### config.mk
export PLATFORM = sky130hd
export DESIGN_NAME = sle_ctrl
export DESIGN_NICKNAME = d
export VERILOG_FILES = /design/src/hdl/sle_pkg.sv /design/src/hdl/sle_ctrl.sv
export SDC_FILE = /design/constraint.sdc
export NUM_CORES = 1
export LEC_CHECK = 0
export BUFFER_PORTS_ARGS = -buffer_cell sky130_fd_sc_hd__clkbuf_2
export CAP_MARGIN = 20
export CORE_MARGIN = 2
export CORE_UTILIZATION = 26
export DETAILED_ROUTE_END_ITERATION = 8
export PLACE_DENSITY = 0.53
export SETUP_SLACK_MARGIN = 0.15
export SKIP_CTS_REPAIR_TIMING = 1
export SLEW_MARGIN = 20
export SYNTH_ARGS = -nofsm -noshare
export SYNTH_HDL_FRONTEND = slang
export SYNTH_SLANG_ARGS = --single-unit
export TNS_END_PERCENT = 50
### constraint.sdc
create_clock -name clk -period 4.6 [get_ports clk]
set_input_delay 0.69 -clock clk [delete_from_list [all_inputs] [get_ports clk]]
set_output_delay 0.69 -clock clk [all_outputs]
set_load 0.02 [all_outputs]
### src/hdl/sle_pkg.sv
// Package: shared types, codes and constants of the sequential list engine.
`default_nettype none
package sle_pkg;
  localparam int CAPACITY_DEFAULT = 64;
  localparam int ELEMENT_BITS_DEFAULT = 32;
  localparam int REQ_W = 4;
  localparam int POS_W = 8;
  localparam int VAL_W = 32;
  localparam int STAT_W = 3;
  localparam int LOC_W = 7;

  typedef enum logic [REQ_W-1:0] {
    REQ_CREATE  = 4'd0,
    REQ_DESTROY = 4'd1,
    REQ_CLEAR   = 4'd2,
    REQ_GET     = 4'd3,
    REQ_LOCATE  = 4'd4,
    REQ_PRIOR   = 4'd5,
    REQ_NEXT    = 4'd6,
    REQ_INSERT  = 4'd7,
    REQ_DELETE  = 4'd8
  } req_t;

  typedef enum logic [STAT_W-1:0] {
    ST_OK       = 3'd0,
    ST_NO_LIST  = 3'd1,
    ST_BAD_POS  = 3'd2,
    ST_NOTFOUND = 3'd3,
    ST_NO_NEIGH = 3'd4,
    ST_FULL     = 3'd5,
    ST_EXISTS   = 3'd6
  } status_t;

  typedef enum logic [3:0] {
    S_IDLE, S_DECIDE, S_RD, S_RDW, S_SCAN_RD, S_SCAN_CHK, S_PEER_LD, S_PEER_RD, S_PEER_WT,
    S_SHUP_RD, S_SHUP_WR, S_SHDN_RD, S_SHDN_WR, S_INS_WR, S_DONE
  } state_t;

  // Datapath commands from the controller.
  typedef struct packed {
    logic load_req;     // capture the request
    logic idx_load;     // idx <= idx_init
    logic [1:0] idx_init; // 0: zero, 1: count, 2: pos-1, 3: last hit
    logic idx_inc;
    logic idx_dec;
    logic rd;           // read at rd_sel
    logic [1:0] rd_sel; // 0: idx, 1: idx-1, 2: idx+1, 3: hold address
    logic wr_shift;     // store read data at idx
    logic wr_val;       // store request value at idx
    logic note_match;   // record idx as a hit
    logic take_vout;    // value_out <= read data
    logic cnt_zero;
    logic cnt_inc;
    logic cnt_dec;
    logic set_created;
    logic clr_created;
    logic set_status;
    logic [STAT_W-1:0] status;
    logic loc_from_idx;
    logic clr_out;
    logic out_valid;
  } cmd_t;

  // Datapath status back to the controller.
  typedef struct packed {
    logic [REQ_W-1:0] req;
    logic created;
    logic count_zero;
    logic full;
    logic pos_ok_read;   // 1 <= pos <= count
    logic pos_ok_ins;    // 1 <= pos <= count+1
    logic idx_at_end;    // idx >= count-1 (or count empty)
    logic idx_past;      // idx >= count
    logic idx_at_pos;    // idx == pos-1 or idx == 0 (shift stop)
    logic idx_zero;
    logic match;         // read data equals request value
    logic hit;
    logic hit_first;
    logic hit_last;
    logic out_busy;
  } stat_t;
endpackage
`default_nettype wire

### src/hdl/sle_ctrl.sv
// Controller: sequences each request over the datapath.
`default_nettype none
module sle_ctrl (
  input  wire logic clk,
  input  wire logic rst,
  input  wire logic in_valid,
  output logic in_ready,
  input  wire sle_pkg::stat_t st,
  output sle_pkg::cmd_t cmd
);
  sle_pkg::state_t state, state_next;

  always_ff @(posedge clk) begin
    if (rst) state <= sle_pkg::S_IDLE;
    else state <= state_next;
  end

  always_comb begin
    state_next = state;
    cmd = '0;
    in_ready = 1'b0;
    unique case (state)
      sle_pkg::S_IDLE: begin
        in_ready = !st.out_busy;
        if (in_valid && !st.out_busy) begin
          cmd.load_req = 1'b1;
          state_next = sle_pkg::S_DECIDE;
        end
      end
      sle_pkg::S_DECIDE: begin
        cmd.clr_out = 1'b1;
        cmd.set_status = 1'b1;
        cmd.status = sle_pkg::ST_OK;
        state_next = sle_pkg::S_DONE;
        if (st.req == sle_pkg::REQ_CREATE) begin
          if (st.created) cmd.status = sle_pkg::ST_EXISTS;
          else begin
            cmd.set_created = 1'b1;
            cmd.cnt_zero = 1'b1;
          end
        end else if (st.req <= sle_pkg::REQ_DELETE && !st.created) begin
          cmd.status = sle_pkg::ST_NO_LIST;
        end else begin
          case (st.req)
            sle_pkg::REQ_DESTROY: begin
              cmd.clr_created = 1'b1;
              cmd.cnt_zero = 1'b1;
            end
            sle_pkg::REQ_CLEAR: cmd.cnt_zero = 1'b1;
            sle_pkg::REQ_GET, sle_pkg::REQ_DELETE: begin
              if (!st.pos_ok_read) cmd.status = sle_pkg::ST_BAD_POS;
              else begin
                cmd.idx_load = 1'b1;
                cmd.idx_init = 2'd2;
                state_next = sle_pkg::S_RD;
              end
            end
            sle_pkg::REQ_LOCATE, sle_pkg::REQ_PRIOR, sle_pkg::REQ_NEXT: begin
              cmd.status = sle_pkg::ST_NOTFOUND;
              cmd.idx_load = 1'b1;
              cmd.idx_init = 2'd0;
              if (!st.count_zero) state_next = sle_pkg::S_SCAN_RD;
            end
            sle_pkg::REQ_INSERT: begin
              if (st.full) cmd.status = sle_pkg::ST_FULL;
              else if (!st.pos_ok_ins) cmd.status = sle_pkg::ST_BAD_POS;
              else begin
                cmd.idx_load = 1'b1;
                cmd.idx_init = 2'd1;
                state_next = sle_pkg::S_SHUP_RD;
              end
            end
            default: ;
          endcase
        end
      end
      sle_pkg::S_RD: begin
        cmd.rd = 1'b1;
        state_next = sle_pkg::S_RDW;
      end
      sle_pkg::S_RDW: begin
        cmd.take_vout = 1'b1;
        if (st.req == sle_pkg::REQ_DELETE) begin
          cmd.cnt_dec = 1'b1;
          state_next = sle_pkg::S_SHDN_RD;
        end else state_next = sle_pkg::S_DONE;
      end
      // Scan: one read per element, compare when the data returns.
      sle_pkg::S_SCAN_RD: begin
        cmd.rd = 1'b1;
        state_next = sle_pkg::S_SCAN_CHK;
      end
      sle_pkg::S_SCAN_CHK: begin
        if (st.match) cmd.note_match = 1'b1;
        if (st.match && st.req == sle_pkg::REQ_LOCATE) begin
          cmd.set_status = 1'b1;
          cmd.status = sle_pkg::ST_OK;
          cmd.loc_from_idx = 1'b1;
          state_next = sle_pkg::S_DONE;
        end else if (st.match && st.req == sle_pkg::REQ_PRIOR && st.idx_zero) begin
          cmd.set_status = 1'b1;
          cmd.status = sle_pkg::ST_NO_NEIGH;
          state_next = sle_pkg::S_DONE;
        end else if (st.match && st.req == sle_pkg::REQ_NEXT && st.idx_at_end) begin
          cmd.set_status = 1'b1;
          cmd.status = sle_pkg::ST_NO_NEIGH;
          state_next = sle_pkg::S_DONE;
        end else if (st.idx_at_end) begin
          if (st.req == sle_pkg::REQ_LOCATE) state_next = sle_pkg::S_DONE;
          else if (st.hit || st.match) state_next = sle_pkg::S_PEER_LD;
          else state_next = sle_pkg::S_DONE;
        end else begin
          cmd.idx_inc = 1'b1;
          state_next = sle_pkg::S_SCAN_RD;
        end
      end
      // The last hit index sits in the datapath; read its neighbor.
      sle_pkg::S_PEER_LD: begin
        cmd.idx_load = 1'b1;
        cmd.idx_init = 2'd3;
        state_next = sle_pkg::S_PEER_RD;
      end
      sle_pkg::S_PEER_RD: begin
        cmd.rd = 1'b1;
        cmd.rd_sel = (st.req == sle_pkg::REQ_PRIOR) ? 2'd1 : 2'd2;
        state_next = sle_pkg::S_PEER_WT;
      end
      sle_pkg::S_PEER_WT: begin
        cmd.take_vout = 1'b1;
        cmd.set_status = 1'b1;
        cmd.status = sle_pkg::ST_OK;
        state_next = sle_pkg::S_DONE;
      end
      // Insert: move entries up from the top down to the position.
      sle_pkg::S_SHUP_RD: begin
        if (st.idx_zero || st.idx_at_pos) begin
          if (st.idx_zero && !st.idx_at_pos) state_next = sle_pkg::S_INS_WR;
          else state_next = sle_pkg::S_INS_WR;
        end else begin
          cmd.rd = 1'b1;
          cmd.rd_sel = 2'd1;
          state_next = sle_pkg::S_SHUP_WR;
        end
      end
      sle_pkg::S_SHUP_WR: begin
        cmd.wr_shift = 1'b1;
        cmd.idx_dec = 1'b1;
        state_next = sle_pkg::S_SHUP_RD;
      end
      sle_pkg::S_INS_WR: begin
        cmd.wr_val = 1'b1;
        cmd.cnt_inc = 1'b1;
        state_next = sle_pkg::S_DONE;
      end
      // Delete: move entries down; count is already reduced.
      sle_pkg::S_SHDN_RD: begin
        if (st.idx_past) state_next = sle_pkg::S_DONE;
        else begin
          cmd.rd = 1'b1;
          cmd.rd_sel = 2'd2;
          state_next = sle_pkg::S_SHDN_WR;
        end
      end
      sle_pkg::S_SHDN_WR: begin
        cmd.wr_shift = 1'b1;
        cmd.idx_inc = 1'b1;
        state_next = sle_pkg::S_SHDN_RD;
      end
      sle_pkg::S_DONE: begin
        cmd.out_valid = 1'b1;
        state_next = sle_pkg::S_IDLE;
      end
      default: state_next = sle_pkg::S_IDLE;
    endcase
  end

  assert property (@(posedge clk) disable iff (rst)
    cmd.wr_shift |-> $past(cmd.rd))
    else $error("shift write without a read");
  assert property (@(posedge clk) disable iff (rst)
    cmd.out_valid |=> state == sle_pkg::S_IDLE)
    else $error("result issued outside completion");
  assert property (@(posedge clk) disable iff (rst)
    (in_valid && in_ready) |=> state == sle_pkg::S_DECIDE)
    else $error("accepted item not decoded");
endmodule
`default_nettype wire
# Yosys cells after proc, flatten, opt, wreduce, memory -nomap -nowiden
# Index checks and enable logic that the tools add are counted.
# totals
register_bits	4
latchBits	0
mem_bits_rw	0
romBits	0
inputBits	21
word_cells	116
mem_count	0
# classes
add_sub_neg	0
mul	0
n_div	0
order_cmp	1
eq_ne	23
shift	0
mux	71
bitwise_logic	0
reduce_logical	20
# ops
op	n
4-bit 2-to-1 mux	15
4-bit case mux with 13 select lines	1
3-bit 2-to-1 mux	14
4-bit by 3-bit == test with 1-bit output, second input constant	8
4-bit == test, second input constant	8
1-bit 2-to-1 mux	28
4-bit case mux with 3 select lines	2
3-bit case mux with 3 select lines	2
4-bit by 2-bit == test with 1-bit output, second input constant	4
2-bit 2-to-1 mux	5
2-bit OR reduction	5
4-bit by 1-bit == test with 1-bit output, second input constant	2
4-bit logical NOT	2
1-bit logical AND	7
2-bit case mux with 3 select lines	1
3-bit case mux with 2 select lines	1
3-bit OR reduction	2
4-bit less-or-equal comparator, second input constant	1
1-bit case mux with 3 select lines	1
1-bit logical NOT	2
1-bit logical OR	2
2-bit inequality test, second input constant	1
1-bit case mux with 2 select lines	1

# Depth between registers and ports, before layout
# depth
ltp_word	8
mapped_depth	7
mapped_depth_nobuf	5

# Least setup slack after synthesis
# No wires, ideal clock.
# synth_path
path_type	input to output
from	input port st[15] (netlist bit)
to	output port cmd[9] (netlist bit)
arrival_ns	2.008
required_ns	3.910
path_slack_ns	1.902
stages	4
n_path_buf	1
path_cell_list	clkbuf_1 -> nor3_1 -> nand2_1 -> nor4_1
# synth_rtl
element	line_no	rtl
start, declared	sle_ctrl.sv:8	input wire sle_pkg::stat_t st,
end, declared	sle_ctrl.sv:9	output sle_pkg::cmd_t cmd

==> reports/summary.txt <==
Run status - finished clean
Final hold vios - 0
Max clock buf depth - 2
Setup crit start kind - flip-flop
DP HPWL - 2480 µm
Number of flops mapped to enable cells by yosys - 0
# fillers - 462
Vias in the first global route - 1091
Area leader, netlist - nor2_1
Gpl congestion - 0.813
Number of port buffers - 44
CP arrival - 2260 ps
Clk network pwr share - 14.8%
Setup TNS - 0 ps
CTS Root Cell - clkbuf_8
Largest net degree at the start of global routing - 23
CP max stage cell - dfxtp_1
First-pass GRT wire length - 5100 µm
Post-Syn Area - 0.00103 mm²
Clock sink count - 4
Slew Limit Fails - 0
Biggest regs - state (4)
Worst rel slew slack - 53.9%
Syn_area_per_cell - 5.77 µm²
Total power - 0.000494 W
# setup viols final - 0
Max incr delay on CP - 640 ps
Initial antenna violation count - 0
Final ANT Viol Nets - 0
Top post-synthesis cells by count - nor2_1, nand2_1, a21oi_1
Routed WL per cell - 12.5 µm
Top post-synthesis cells by area - nor2_1, a21oi_1, dfxtp_1, nand2_1, o21ai_0
DR iter-0 viols - 77
Power share of the sequential group - 20.3%
Total GRT Usage - 14.3%
Top_reg_cell synth - dfxtp_1
Most frequent cell after synthesis - nor2_1
Clock transition at the registers of the reported paths - 30 ps
Synth-to-Final Area Change - 25.2%
Die area - 0.00449 mm²
Pwr Density - 382 mW/mm²
Static leakage - 0.553 nW
Core Footprint - 0.00374 mm²
Fmax - 338 MHz
Die Span Y - 67.0 µm
FP Rows - 22
Crit path time final - 2950 ps
P_sw - 0.000272 W
Cells along the critical path - nand2b_4 -> nor3_4 -> nand2_2 -> or4_4 -> nand2_1 -> clkbuf_2
Hold Path Class - primary input to flip-flop
Yosys top cell area share - 9.82%
# IOs - 47
Final nets - 234
Share of cells above drive strength 1 - 25.1%
Endpoint class of the critical path - output port
Initial core utilization - 27.6%
VDD IR max - 0.000121 V
CTS tree - done
Via density - 5.22
Post-Syn Instances - 179
Data required, critical path - 3910 ps
Antenna Cells - 0
Critical path class - flip-flop to output port
Max reg flops - 4
Internal - 0.000222 W
DRT Wirelength - 3250 µm
Max-cap violations - 0
Slew @ Worst Pin - 690 ps
Delay-heaviest family, CP - simple AND/OR/NAND/NOR gates
Combinational power share - 64.8%
Die width - 67.0 µm
Post-route DRC - 0
Switch share - 55.1%
Syn nets - 200
Yosys cell types - 44
Clock Skews - 0.721 ps
RSZ-0062 raised after global routing - no
CTS Buf Count - 3
Synthesis Warnings - 0
Crit-path max FO - 16
#FFs+latches synth - 4
Period utilisation layout - 64.2%
H-tree Lvls - 1
Biggest register - state
Worst Path Buf+Inv - 1
Global route overflow - 0
TritonRoute pass-1 iters - 4
Sequential share of the synthesized area - 7.76%
Via Count - 1352
Insertion delay to the later sink of the worst-skew pair - 210 ps
Fraction of registers with async set/reset - 0%
==> cells by family (layout without fill, tap and decap cells) <==
family / after synthesis / count (layout) / share of synthesized area, %
AO/OA/AOI/OAI: 56 / 56 / 33.7
XOR/XNOR: 2 / 2 / 1.70
adder cells (fa/ha/maj): 1 / 1 / 0.970
buffers and inverters: 24 / 56 / 9.21
flip-flops: 4 / 4 / 7.76
AND/OR/NAND/NOR: 92 / 92 / 46.7
==> worst register-to-register path, stage by stage (launching register included) <==
cell      delay, ps
dfxtp_1         640
nand2b_4        150
nor3_4          350
nand2_2         140
or4_4           510
a31oi_2         170
==> per-stage QoR <==
| stage | hold WS, ps | utilization (%) | setup slack, ps | cell area [µm²] | cells |
|---|---|---|---|---|---|
| detailed placement | 921 | 33.4 | 1720 | 1250 | 256 |
| finish | 839 | 34.5 | 1650 | 1290 | 259 |
| CTS | 840 | 34.5 | 1640 | 1290 | 259 |
| global route | 860 | 34.5 | 1440 | 1290 | 259 |
| global placement | 928 | 33.4 | 1720 | 1250 | 256 |
| floorplan | 692 | - | 1900 | 1030 | 179 |
==> per-layer routing <==
layer / vias up / wire length, µm / track usage, % / share of wire, %
li1: 708 / - / - / -
met1: 603 / 1550 / 21.3 / 48
met2: 41 / 1510 / 22.0 / 47
met3: 0 / 180 / 1.35 / 5.5
met4: 0 / 0 / 3.06 / 0
met5: - / 0 / 0 / 0
==> power by group through the flow <==
stage               combinational, W  clock [W]  sequential [W]
finish                      0.000320  0.0000732        0.000101
detailed placement          0.000320          0        0.000101
floorplan                   0.000278          0       0.0000573
CTS                         0.000322  0.0000760        0.000100
global placement            0.000321          0        0.000102
global route                0.000354  0.0000773        0.000107
==> path summary, 6_finish.rpt <==
check | startpoint | to | slack [ps] | cells past startpoint
setup / recovery | state[0]$_SDFFE_PP0P_ | cmd[21] | 1650 | 6
hold / removal | rst | state[1]$_SDFFE_PP0P_ | 840 | 3
setup reg to reg | state[0]$_SDFFE_PP0P_ | state[0]$_SDFFE_PP0P_ | 2560 | 5
hold reg to reg | state[0]$_SDFFE_PP0P_ | state[3]$_SDFFE_PP0P_ | 920 | 4
==> placed cells by master (no fill, tap or decap), types with 3 or more instances in the layout <==
master | netlist | layout
and3_1 | 4 | 4
clkbuf_2 | 0 | 44
o21ai_0 | 14 | 14
nor2_1 | 27 | 27
nor4_1 | 3 | 3
nand2_1 | 20 | 20
a31oi_1 | 8 | 8
o22a_1 | 3 | 3
nor3_1 | 7 | 7
dfxtp_1 | 4 | 4
inv_1 | 9 | 9
nor2b_1 | 7 | 7
clkbuf_8 | 0 | 3
a21oi_1 | 16 | 16
nand2b_1 | 6 | 6
and3b_1 | 3 | 3
==> final cells by class <==
type	count	area, µm²	share of cell area (%)
well taps	48	60.1	4.65
flip-flops and latches	4	80.1	6.20
inverters	9	33.8	2.61
repair buffers	44	220	17.0
multi-input cells	151	857	66.3
clock buffers	3	41.3	3.19
Power figures use the tool's default switching activity.
