<file path="src/hdl/sle_pkg.sv">
// Package: shared types, codes and constants of the sequential list engine.
`default_nettype none
package sle_pkg;
  localparam int CAPACITY_DEFAULT = 64;
  localparam int ELEMENT_BITS_DEFAULT = 32;
  localparam int REQ_W = 4;
  localparam int POS_W = 8;
  localparam int VAL_W = 32;
  localparam int STAT_W = 3;
  localparam int LOC_W = 7;

  typedef enum logic [REQ_W-1:0] {
    REQ_CREATE  = 4'd0,
    REQ_DESTROY = 4'd1,
    REQ_CLEAR   = 4'd2,
    REQ_GET     = 4'd3,
    REQ_LOCATE  = 4'd4,
    REQ_PRIOR   = 4'd5,
    REQ_NEXT    = 4'd6,
    REQ_INSERT  = 4'd7,
    REQ_DELETE  = 4'd8
  } req_t;

  typedef enum logic [STAT_W-1:0] {
    ST_OK       = 3'd0,
    ST_NO_LIST  = 3'd1,
    ST_BAD_POS  = 3'd2,
    ST_NOTFOUND = 3'd3,
    ST_NO_NEIGH = 3'd4,
    ST_FULL     = 3'd5,
    ST_EXISTS   = 3'd6
  } status_t;

  typedef enum logic [3:0] {
    S_IDLE, S_DECIDE, S_RD, S_RDW, S_SCAN_RD, S_SCAN_CHK, S_PEER_LD, S_PEER_RD, S_PEER_WT,
    S_SHUP_RD, S_SHUP_WR, S_SHDN_RD, S_SHDN_WR, S_INS_WR, S_DONE
  } state_t;

  // Datapath commands from the controller.
  typedef struct packed {
    logic load_req;     // capture the request
    logic idx_load;     // idx <= idx_init
    logic [1:0] idx_init; // 0: zero, 1: count, 2: pos-1, 3: last hit
    logic idx_inc;
    logic idx_dec;
    logic rd;           // read at rd_sel
    logic [1:0] rd_sel; // 0: idx, 1: idx-1, 2: idx+1, 3: hold address
    logic wr_shift;     // store read data at idx
    logic wr_val;       // store request value at idx
    logic note_match;   // record idx as a hit
    logic take_vout;    // value_out <= read data
    logic cnt_zero;
    logic cnt_inc;
    logic cnt_dec;
    logic set_created;
    logic clr_created;
    logic set_status;
    logic [STAT_W-1:0] status;
    logic loc_from_idx;
    logic clr_out;
    logic out_valid;
  } cmd_t;

  // Datapath status back to the controller.
  typedef struct packed {
    logic [REQ_W-1:0] req;
    logic created;
    logic count_zero;
    logic full;
    logic pos_ok_read;   // 1 <= pos <= count
    logic pos_ok_ins;    // 1 <= pos <= count+1
    logic idx_at_end;    // idx >= count-1 (or count empty)
    logic idx_past;      // idx >= count
    logic idx_at_pos;    // idx == pos-1 or idx == 0 (shift stop)
    logic idx_zero;
    logic match;         // read data equals request value
    logic hit;
    logic hit_first;
    logic hit_last;
    logic out_busy;
  } stat_t;
endpackage
`default_nettype wire

</file>
<file path="src/hdl/sle_ram.sv">
// Generic RAM with one write port and one registered read port.
`default_nettype none
module sle_ram #(
  parameter int WIDTH = 32,
  parameter int DEPTH = 64
) (
  input  wire logic clk,
  input  wire logic we,
  input  wire logic [$clog2(DEPTH)-1:0] waddr,
  input  wire logic [WIDTH-1:0] wdata,
  input  wire logic [$clog2(DEPTH)-1:0] raddr,
  output logic [WIDTH-1:0] rdata
);
  logic [WIDTH-1:0] mem [DEPTH];
  always_ff @(posedge clk) begin
    if (we) mem[waddr] <= wdata;
    rdata <= mem[raddr];
  end
endmodule
`default_nettype wire

</file>
<file path="src/hdl/sle_datapath.sv">
// Datapath: request registers, element RAM, index and count, result register.
`default_nettype none
module sle_datapath #(
  parameter int CAPACITY = sle_pkg::CAPACITY_DEFAULT,
  parameter int ELEMENT_BITS = sle_pkg::ELEMENT_BITS_DEFAULT
) (
  input  wire logic clk,
  input  wire logic rst,
  input  wire logic [sle_pkg::REQ_W-1:0] in_req,
  input  wire logic [sle_pkg::POS_W-1:0] in_pos,
  input  wire logic signed [sle_pkg::VAL_W-1:0] in_val,
  input  wire sle_pkg::cmd_t cmd,
  output sle_pkg::stat_t st,
  input  wire logic out_take,
  output logic out_valid,
  output logic [sle_pkg::STAT_W-1:0] status,
  output logic signed [sle_pkg::VAL_W-1:0] value_out,
  output logic [sle_pkg::LOC_W-1:0] location,
  output logic [sle_pkg::LOC_W-1:0] list_length,
  output logic is_empty,
  output logic list_exists
);
  localparam int AW = $clog2(CAPACITY);
  localparam int CW = $clog2(CAPACITY + 1);
  // Wide enough for both the count and the full request position.
  localparam int IW = (CW > sle_pkg::POS_W) ? CW + 1 : sle_pkg::POS_W + 1;

  logic [sle_pkg::REQ_W-1:0] req;
  logic [sle_pkg::POS_W-1:0] pos;
  logic [ELEMENT_BITS-1:0] val;
  logic [CW-1:0] count;
  logic created;
  logic [IW-1:0] idx;
  logic [IW-1:0] hit_idx;
  logic hit;
  logic [AW-1:0] raddr, raddr_q;
  logic [ELEMENT_BITS-1:0] rdata;
  logic we;
  logic [ELEMENT_BITS-1:0] wdata;
  logic [IW-1:0] cnt_x, pos_x, rd_pick;
  logic signed [ELEMENT_BITS+31:0] val_ext;

  assign val_ext = (ELEMENT_BITS+32)'(in_val);
  assign cnt_x = IW'(count);
  assign pos_x = IW'(pos);

  always_comb begin
    unique case (cmd.rd_sel)
      2'd0: rd_pick = idx;
      2'd1: rd_pick = idx - IW'(1);
      2'd2: rd_pick = idx + IW'(1);
      default: rd_pick = IW'(raddr_q);
    endcase
    raddr = cmd.rd ? rd_pick[AW-1:0] : raddr_q;
    we = cmd.wr_shift | cmd.wr_val;
    wdata = cmd.wr_val ? val : rdata;
  end

  sle_ram #(.WIDTH(ELEMENT_BITS), .DEPTH(CAPACITY)) u_ram (
    .clk(clk), .we(we), .waddr(idx[AW-1:0]), .wdata(wdata),
    .raddr(raddr), .rdata(rdata)
  );

  always_ff @(posedge clk) begin
    raddr_q <= raddr;
    if (cmd.load_req) begin
      req <= in_req;
      pos <= in_pos;
      val <= val_ext[ELEMENT_BITS-1:0];
    end
    if (cmd.idx_load) begin
      unique case (cmd.idx_init)
        2'd0: idx <= '0;
        2'd1: idx <= cnt_x;
        2'd2: idx <= pos_x - IW'(1);
        default: idx <= hit_idx;
      endcase
    end else if (cmd.idx_inc) begin
      idx <= idx + IW'(1);
    end else if (cmd.idx_dec) begin
      idx <= idx - IW'(1);
    end
    if (cmd.note_match) hit_idx <= idx;
    if (cmd.clr_out) begin
      value_out <= '0;
      location <= '0;
    end else begin
      if (cmd.take_vout) value_out <= sle_pkg::VAL_W'(rdata);
      if (cmd.loc_from_idx) location <= sle_pkg::LOC_W'(idx + IW'(1));
    end
    if (cmd.set_status) status <= cmd.status;
    if (cmd.out_valid) begin
      list_length <= sle_pkg::LOC_W'(count);
      is_empty <= (count == '0);
      list_exists <= created;
    end
    if (rst) begin
      count <= '0;
      created <= 1'b0;
      out_valid <= 1'b0;
      hit <= 1'b0;
    end else begin
      if (cmd.cnt_zero) count <= '0;
      else if (cmd.cnt_inc) count <= count + CW'(1);
      else if (cmd.cnt_dec) count <= count - CW'(1);
      if (cmd.set_created) created <= 1'b1;
      else if (cmd.clr_created) created <= 1'b0;
      if (cmd.load_req) hit <= 1'b0;
      else if (cmd.note_match) hit <= 1'b1;
      if (cmd.out_valid) out_valid <= 1'b1;
      else if (out_take) out_valid <= 1'b0;
    end
  end

  always_comb begin
    st.req = req;
    st.created = created;
    st.count_zero = (count == '0);
    st.full = (count >= CW'(CAPACITY));
    st.pos_ok_read = (pos_x != '0) && (pos_x <= cnt_x);
    st.pos_ok_ins = (pos_x != '0) && (pos_x <= cnt_x + IW'(1));
    st.idx_at_end = (idx + IW'(1) >= cnt_x);
    st.idx_past = (idx >= cnt_x);
    st.idx_at_pos = (idx + IW'(1) == pos_x) || (idx == '0);
    st.idx_zero = (idx == '0);
    st.match = (rdata == val);
    st.hit = hit;
    st.hit_first = (hit_idx == '0);
    st.hit_last = (hit_idx + IW'(1) == cnt_x);
    st.out_busy = out_valid;
  end

  assert property (@(posedge clk) disable iff (rst) cmd.cnt_inc |-> !st.full)
    else $error("insert into a full list");
  assert property (@(posedge clk) disable iff (rst) cmd.cnt_dec |-> !st.count_zero)
    else $error("delete from an empty list");
  assert property (@(posedge clk) disable iff (rst) !created |-> count == '0)
    else $error("elements present without a list");
endmodule
`default_nettype wire

</file>
<file path="config.mk">
export PLATFORM = sky130hd
export DESIGN_NAME = sle_datapath
export DESIGN_NICKNAME = d
export VERILOG_FILES = /design/src/hdl/sle_pkg.sv /design/src/hdl/sle_ram.sv /design/src/hdl/sle_datapath.sv
export SDC_FILE = /design/constraint.sdc
export NUM_CORES = 2
export LEC_CHECK = 0
export ABC_AREA = 1
export BUFFER_PORTS_ARGS = -buffer_cell sky130_fd_sc_hd__buf_2
export CAP_MARGIN = 20
export CORE_MARGIN = 10
export CORE_UTILIZATION = 60
export CTS_CLUSTER_SIZE = 28
export DETAILED_ROUTE_END_ITERATION = 7
export GPL_TIMING_DRIVEN = 0
export PLACE_DENSITY = 0.76
export REMOVE_ABC_BUFFERS = 1
export SLEW_MARGIN = 20
export SYNTH_ARGS = -nofsm -noshare
export SYNTH_HDL_FRONTEND = slang
export SYNTH_SLANG_ARGS = --single-unit
export TNS_END_PERCENT = 100
</file>
<file path="constraint.sdc">
create_clock -name clk -period 9.2 [get_ports clk]
set_clock_uncertainty 0.15 [all_clocks]
set_input_delay 0.92 -clock clk [delete_from_list [all_inputs] [get_ports clk]]
set_output_delay 0.92 -clock clk [all_outputs]
set_load 0.02 [all_outputs]
</file>
==> After elaboration in Yosys (flattened, before gate mapping) <==
Memory sizes are Yosys's and may differ from the RTL's. A register that Yosys moved wholly into a read port is not among the register bits.
Cells that the tools add are included.
{ "totals": {"input_bits": 72, "memories": 1, "elab_cells": 67, "rom_bits": 0, "regBits": 129, "latchBits": 0, "ram_bits": 2048, "out_inout_bits": 70} }
{ "classes": {"reduce_logical": 15, "mul": 0, "order_cmp": 5, "eq_ne": 7, "bitwise": 1, "div": 0, "muxes": 15, "n_addsub": 7, "shift": 0} }
{ "mem_list": {"columns": ["memory", "words", "word_bits", "rd", "rd_ports_with_merged_regs", "write_ports", "line_no", "rtl"], "rows": [
  ["u_ram.mem", 64, 32, 1, 1, 1, "sle_ram.sv:14", "logic [WIDTH-1:0] mem [DEPTH];"]
]} }
{ "ops": {"columns": ["op", "count"], "rows": [
  ["32-bit equality test", 1],
  ["32-bit two-way mux", 1],
  ["9-bit two-way mux", 3],
  ["9-bit case mux with 3 select lines", 1],
  ["9-bit by 1-bit adder with 9-bit output, second input constant", 2],
  ["9-bit by 7-bit >= comparator with 1-bit output", 2],
  ["9-bit zero test", 2],
  ["6-bit case mux with 3 select lines", 1],
  ["7-bit two-way mux", 2],
  ["9-bit by 7-bit equality test with 1-bit output", 1],
  ["9-bit by 8-bit equality test with 1-bit output", 1],
  ["9-bit nonzero test", 1],
  ["8-bit by 1-bit subtractor with 9-bit output, second input constant", 1],
  ["9-bit by 1-bit subtractor with 9-bit output, second input constant", 1],
  ["7-bit by 1-bit adder with 8-bit output, second input constant", 1],
  ["8-bit by 7-bit less-or-equal comparator with 1-bit output", 1],
  ["8-bit less-or-equal comparator", 1],
  ["7-bit by 1-bit adder with 7-bit output, second input constant", 1],
  ["7-bit >= comparator, second input constant", 1],
  ["7-bit zero test", 1],
  ["7-bit by 1-bit subtractor with 7-bit output, second input constant", 1],
  ["1-bit two-way mux", 6],
  ["6-bit two-way mux", 1],
  ["2-bit nonzero test", 3],
  ["8 further kinds", 13]
]} }

==> Depth between registers and ports, before layout <==
{ "depth": {"word_depth": 4, "mapped_depth": 17, "mapped_depth_nobuf": 14} }

==> Cells and area by module <==
A second synthesis with hierarchy kept.
{ "hier_totals": {"hier_cells": 7663, "area_unflattened_um2": 90061.4} }
{ "by_module_without_submodules": {"columns": ["module", "area_per_inst_um2", "instances", "seq_area_each_um2", "cells_each"], "rows": [
  ["sle_ram", 82738.1, 1, 62139.6, 6769],
  ["sle_datapath", 7323.3, 1, 3323.2, 894]
]} }

==> Worst setup path before layout <==
Ideal clock, no wire load.
{ "synth_timing": {"path_kind": "input -> register", "startpoint": "input port cmd[14] (netlist name)", "endpoint": "memory u_ram.mem[0][20], data pin", "arrival_time_ns": 3.832, "setup_slack_ns": 4.516, "setup_time_ns": 0.702, "cell_stages": 3, "cell_sequence": "clkbuf_1 -> clkbuf_1 -> o21ai_0"} }
{ "synth_via": {"elab_chain_cells": 1} }
{ "synth_rtl": {"columns": ["item", "line_no", "rtl"], "rows": [
  ["start, declared", "sle_datapath.sv:12", "input wire sle_pkg::cmd_t cmd,"],
  ["32-bit two-way mux", "sle_datapath.sv:56", "wdata = cmd.wr_val ? val : rdata;"],
  ["via u_ram.wdata[20]", "sle_ram.sv:10", "input wire logic [WIDTH-1:0] wdata,"],
  ["end, declared", "sle_ram.sv:14", null]
]} }
The timed path passes the listed nets, and every way through them passes these cells.

==> Final worst setup path <==
{ "layout_timing": {"startpoint": "register idx[0]", "endpoint": "register u_ram.rdata[26], read port of u_ram.mem"} }
{ "layout_via": {"elab_chain_cells": 3} }
{ "layout_rtl": {"columns": ["item", "line_no", "rtl"], "rows": [
  ["start, declared", "sle_datapath.sv:33", "logic [IW-1:0] idx;"],
  ["start signal, assigned", "sle_datapath.sv:74", "2'd1: idx <= cnt_x;"],
  ["start signal, assigned", "sle_datapath.sv:75", "2'd2: idx <= pos_x - IW'(1);"],
  ["start signal, assigned", "sle_datapath.sv:76", "default: idx <= hit_idx;"],
  ["9-bit by 1-bit adder with 9-bit output or 9-bit by 1-bit subtractor with 9-bit output (tied branches)", null, null],
  ["6-bit case mux with 3 select lines (*)", "sle_datapath.sv:48", "unique case (cmd.rd_sel)"],
  ["6-bit two-way mux (*)", "sle_datapath.sv:54", "raddr = cmd.rd ? rd_pick[AW-1:0] : raddr_q;"],
  ["end, declared", "sle_ram.sv:12", "output logic [WIDTH-1:0] rdata"]
]} }
Every way passes the cells marked *; elsewhere a longest branch is shown, timed or not.
A chain may end at the register's enable or synchronous reset.

==> results.yml <==
status:
  status: "finished, violations left"
  violations: "design-rule violations"
pwr:
  vdd_drop_max_uv: 163
  p_int_mw: 18.9
  p_leak_nw: 44.3
  seq_power_share: 0.446
  clockPowerShare: 0.309
  powerDensity_nw_per_um2: 245
  power.switching_mw: 8.58
  combPwrFrac: 0.244
  p_sw_frac: 0.313
route:
  vias_per_cell: 6.25
  drtAntennaViolNets: 0
  drcViolationCount: 1
  wire_per_inst_um: 25.3
  drt_iter0_drc: 10500
  routed-via-count: 71000
  drt_first_pass_iters: 8
  totalWireLength_um: 287000
timing:
  tightestPinTransition_ns: 1.06
  setup_violations: 0
  rsz0062_at_grt: "false"
  hold_viol: 0
  finalCriticalPeriod_ns: 6.91
  hold_ws_ns: 0.0767
  setup_ws_ns: 2.29
  slew_headroom: 0.293
  finalCritPeriodShare: 0.751
  setup_tns_ns: 0
  drv_slew: 0
  max_freq_ghz: 0.145
setup_path:
  worstReg2RegStart: "idx[0]"
  path_class: "reg2reg"
  rrSetupSlack_ns: 2.29
  cp_common_cell: "buf_16"
  slowest_stage: "edfxtp_1"
  endpoint: "u_ram.rdata[26]"
  cp.required_ns: 9.73
  cp_cell_sequence: "inv_2, ha_1, inv_1, nand2_1, nand3_1, o21ai_4, buf_16, buf_8, buf_16, buf_16, buf_16, buf_16, buf_16, clkinv_8, buf_16, buf_16, nand3_1, nand3_1, nand3_1, nand3_1, nand3_1, nand2_1"
  startpoint: "idx[0]"
  crit_path_start_kind: "flop"
  cp_slowest_stage_delay_ns: 0.81
  arrival_ns: 7.44
  path_max_fanout: 134
  reg2reg_to: "u_ram.rdata[26]"
  end_kind: "flop"
  r2r_cells: 22
logic_synthesis:
  yosys.area_share.simple: 0.228
  netlist_instances: 8941
  ys_ff_latch: 2209
  synth_compound_area_frac: 0.00947
  synth_top_family_by_area: "simple AND/OR/NAND/NOR gates"
  synth_cell_type_count: 46
  yosysSeqAreaShare: 0.671
  avgSynthCellArea_um2: 10.9
  synth_xor_area_frac: 0.00511
  syn_area_um2: 97500
  synthAdderAreaFrac: 0.00585
  yosys_warnings: 0
  synth_mux_area_frac: 0
clock_tree:
  clock-sinks: 2209
  clock_latency_ns: 0.87
  cts_setup_buffers: 0
  cts_resized: 0
  root_buffer: "clkbuf_16"
  cts_tree: "done"
  htree_levels: 4
  clock_path_buffers: 3
  postCtsHoldBufs: 0
  cts.clk_slew.worst_paths_ns: 0.06
  cts_buffers: 213
final_layout:
  mostFrequentLayoutCell: "nand3_1"
  fillers: 10200
  antenna_cells: 0
  fin_util: 0.696
  final_cell_mix: "nand3_1 (2139), edfxtp_1 (2122), nand2_1 (1512)"
  syn_to_final_growth_pct: 15.0
  num-nets-final: 9130
  drive_gt1_frac: 0.0921
  final-instance-count-excl-fill: 11400
placed_design:
  pre_cts_ws_ns: 2.88
  dp_cells: 11000
  dpl.hpwl_um: 170000
  portBuffers: 141
  gp_congestion: 0.842
hold_path:
  hold_path.class: "in2reg"
floorplanning:
  die_x_um: 423
  row_count: 147
  fp.dieArea_um2: 179000
  core_area_um2: 161000
  initial_core_util: 0.605
  ios: 142
  die_y_um: 423
global_routing:
  grt_pass1_wl_um: 423000
  overflow: 0
  grt_pass1_vias: 69600
  grt_max_degree: 135
  grtUsageTotal: 0.310
  antenna_found_initial: 6
job:
  cap_viol_max_count: 0
-- cells in the mapped netlist, drive strengths merged --
library cell     n  share of area
buf            424          0.022
nor2           149         0.0058
o21ai           83         0.0043
nand4           21         0.0013
o21a             3        0.00023
o2111ai          1       0.000090
a2111oi          1       0.000090
a31oi            1       0.000064
nand3b         640          0.049
a21oi           53         0.0027
a211oi           4        0.00031
nand2         1536          0.059
o21bai           2        0.00015
inv           1380          0.053
edfxtp        2122           0.65
fa               1        0.00021
o221ai           6        0.00054
clkinv           4        0.00017
a21boi           3        0.00023
nor4             1       0.000064
nor4b            1       0.000090
clkbuf         139         0.0054
or2             12        0.00077
dfxtp           87          0.018
nor3            16        0.00082
ha              44         0.0056
o22ai            3        0.00019
nand3         2141           0.11
o211ai           6        0.00046
xor2            32         0.0030
o311ai           1       0.000090
xnor2           24         0.0022
-- routing by layer --
metal,track usage,share of wire
met3,0.0734,0.13
met4,0.220,0.080
met2,0.488,0.46
met5,0,0.00025
met1,0.377,0.33
-- flip-flops by register name (all words and copies together) (netlist names), 4 cells and up --
register	flops
u_ram.rdata	32
idx	9
val	32
count	7
location	7
value_out	32
pos	8
hit_idx	9
raddr_q	6
req	4
u_ram.mem	2048
list_length	7
-- layout make-up --
class	count	area (µm²)	area share
Clock buffer	295	5880	0.0525
Clock inverter	101	822	0.00733
Inverter	1384	5230	0.0466
Multi-Input combinational cell	4785	24900	0.222
Sequential cell	2209	65500	0.584
Tap cell	2160	2700	0.0241
Timing Repair Buffer	420	7120	0.0635
-- power by group through the flow --
stage / Combinational (mW) / Clock, mW / Sequential, mW
after floorplan: 3.98 / 0 / 12.5
after global placement: 5.52 / 0 / 12.6
after CTS: 6.50 / 8.50 / 12.2
after detailed placement: 6.42 / 0 / 12.4
after global routing: 7.06 / 8.90 / 12.3
final: 6.70 / 8.49 / 12.3
-- worst min path at each step --
| stage | start | to | slack [ns] | depth (start not counted) |
|---|---|---|---|---|
| after floorplan | u_ram.rdata[31] | value_out[31] | 0.30 | 2 |
| after global placement | created | list_exists | 0.28 | 0 |
| after detailed placement | created | list_exists | 0.29 | 0 |
| after CTS | cmd[3] | status[0] | 0.04 | 1 |
| after global routing | in_pos[7] | pos[7] | 0.06 | 1 |
| final | in_val[31] | val[31] | 0.08 | 1 |
-- kinds of logic (layout without fill, tap and decap cells) --
logic type	count (synthesis)	after routing
AO/OA/AOI/OAI	167	167
XOR/XNOR	56	56
adder cells (fa/ha/maj)	45	45
buffers and inverters	1947	2200
flip-flops	2209	2209
AND/OR/NAND/NOR	4517	4517
-- critical path, delay by kind of cell, from the launching register on --
kind / cells / cell delay (ns)
AO/OA/AOI/OAI: 1 / 0.53
adder cells (fa/ha/maj): 1 / 0.51
buffers and inverters: 12 / 2.69
flip-flops: 1 / 0.81
AND/OR/NAND/NOR: 8 / 1.59
-- stage by stage --
| step | instance area (µm²) | total power [mW] |
|---|---|---|
| 2_1_floorplan | 94800 | 16.5 |
| 3_3_place_gp | 98200 | 18.1 |
| 3_5_place_dp | 105000 | 18.9 |
| 4_1_cts | 112000 | 27.2 |
| 5_1_grt | 112000 | 28.2 |
| 6_report | 112000 | 27.5 |
Note: power is estimated with default switching activity, not from simulation.
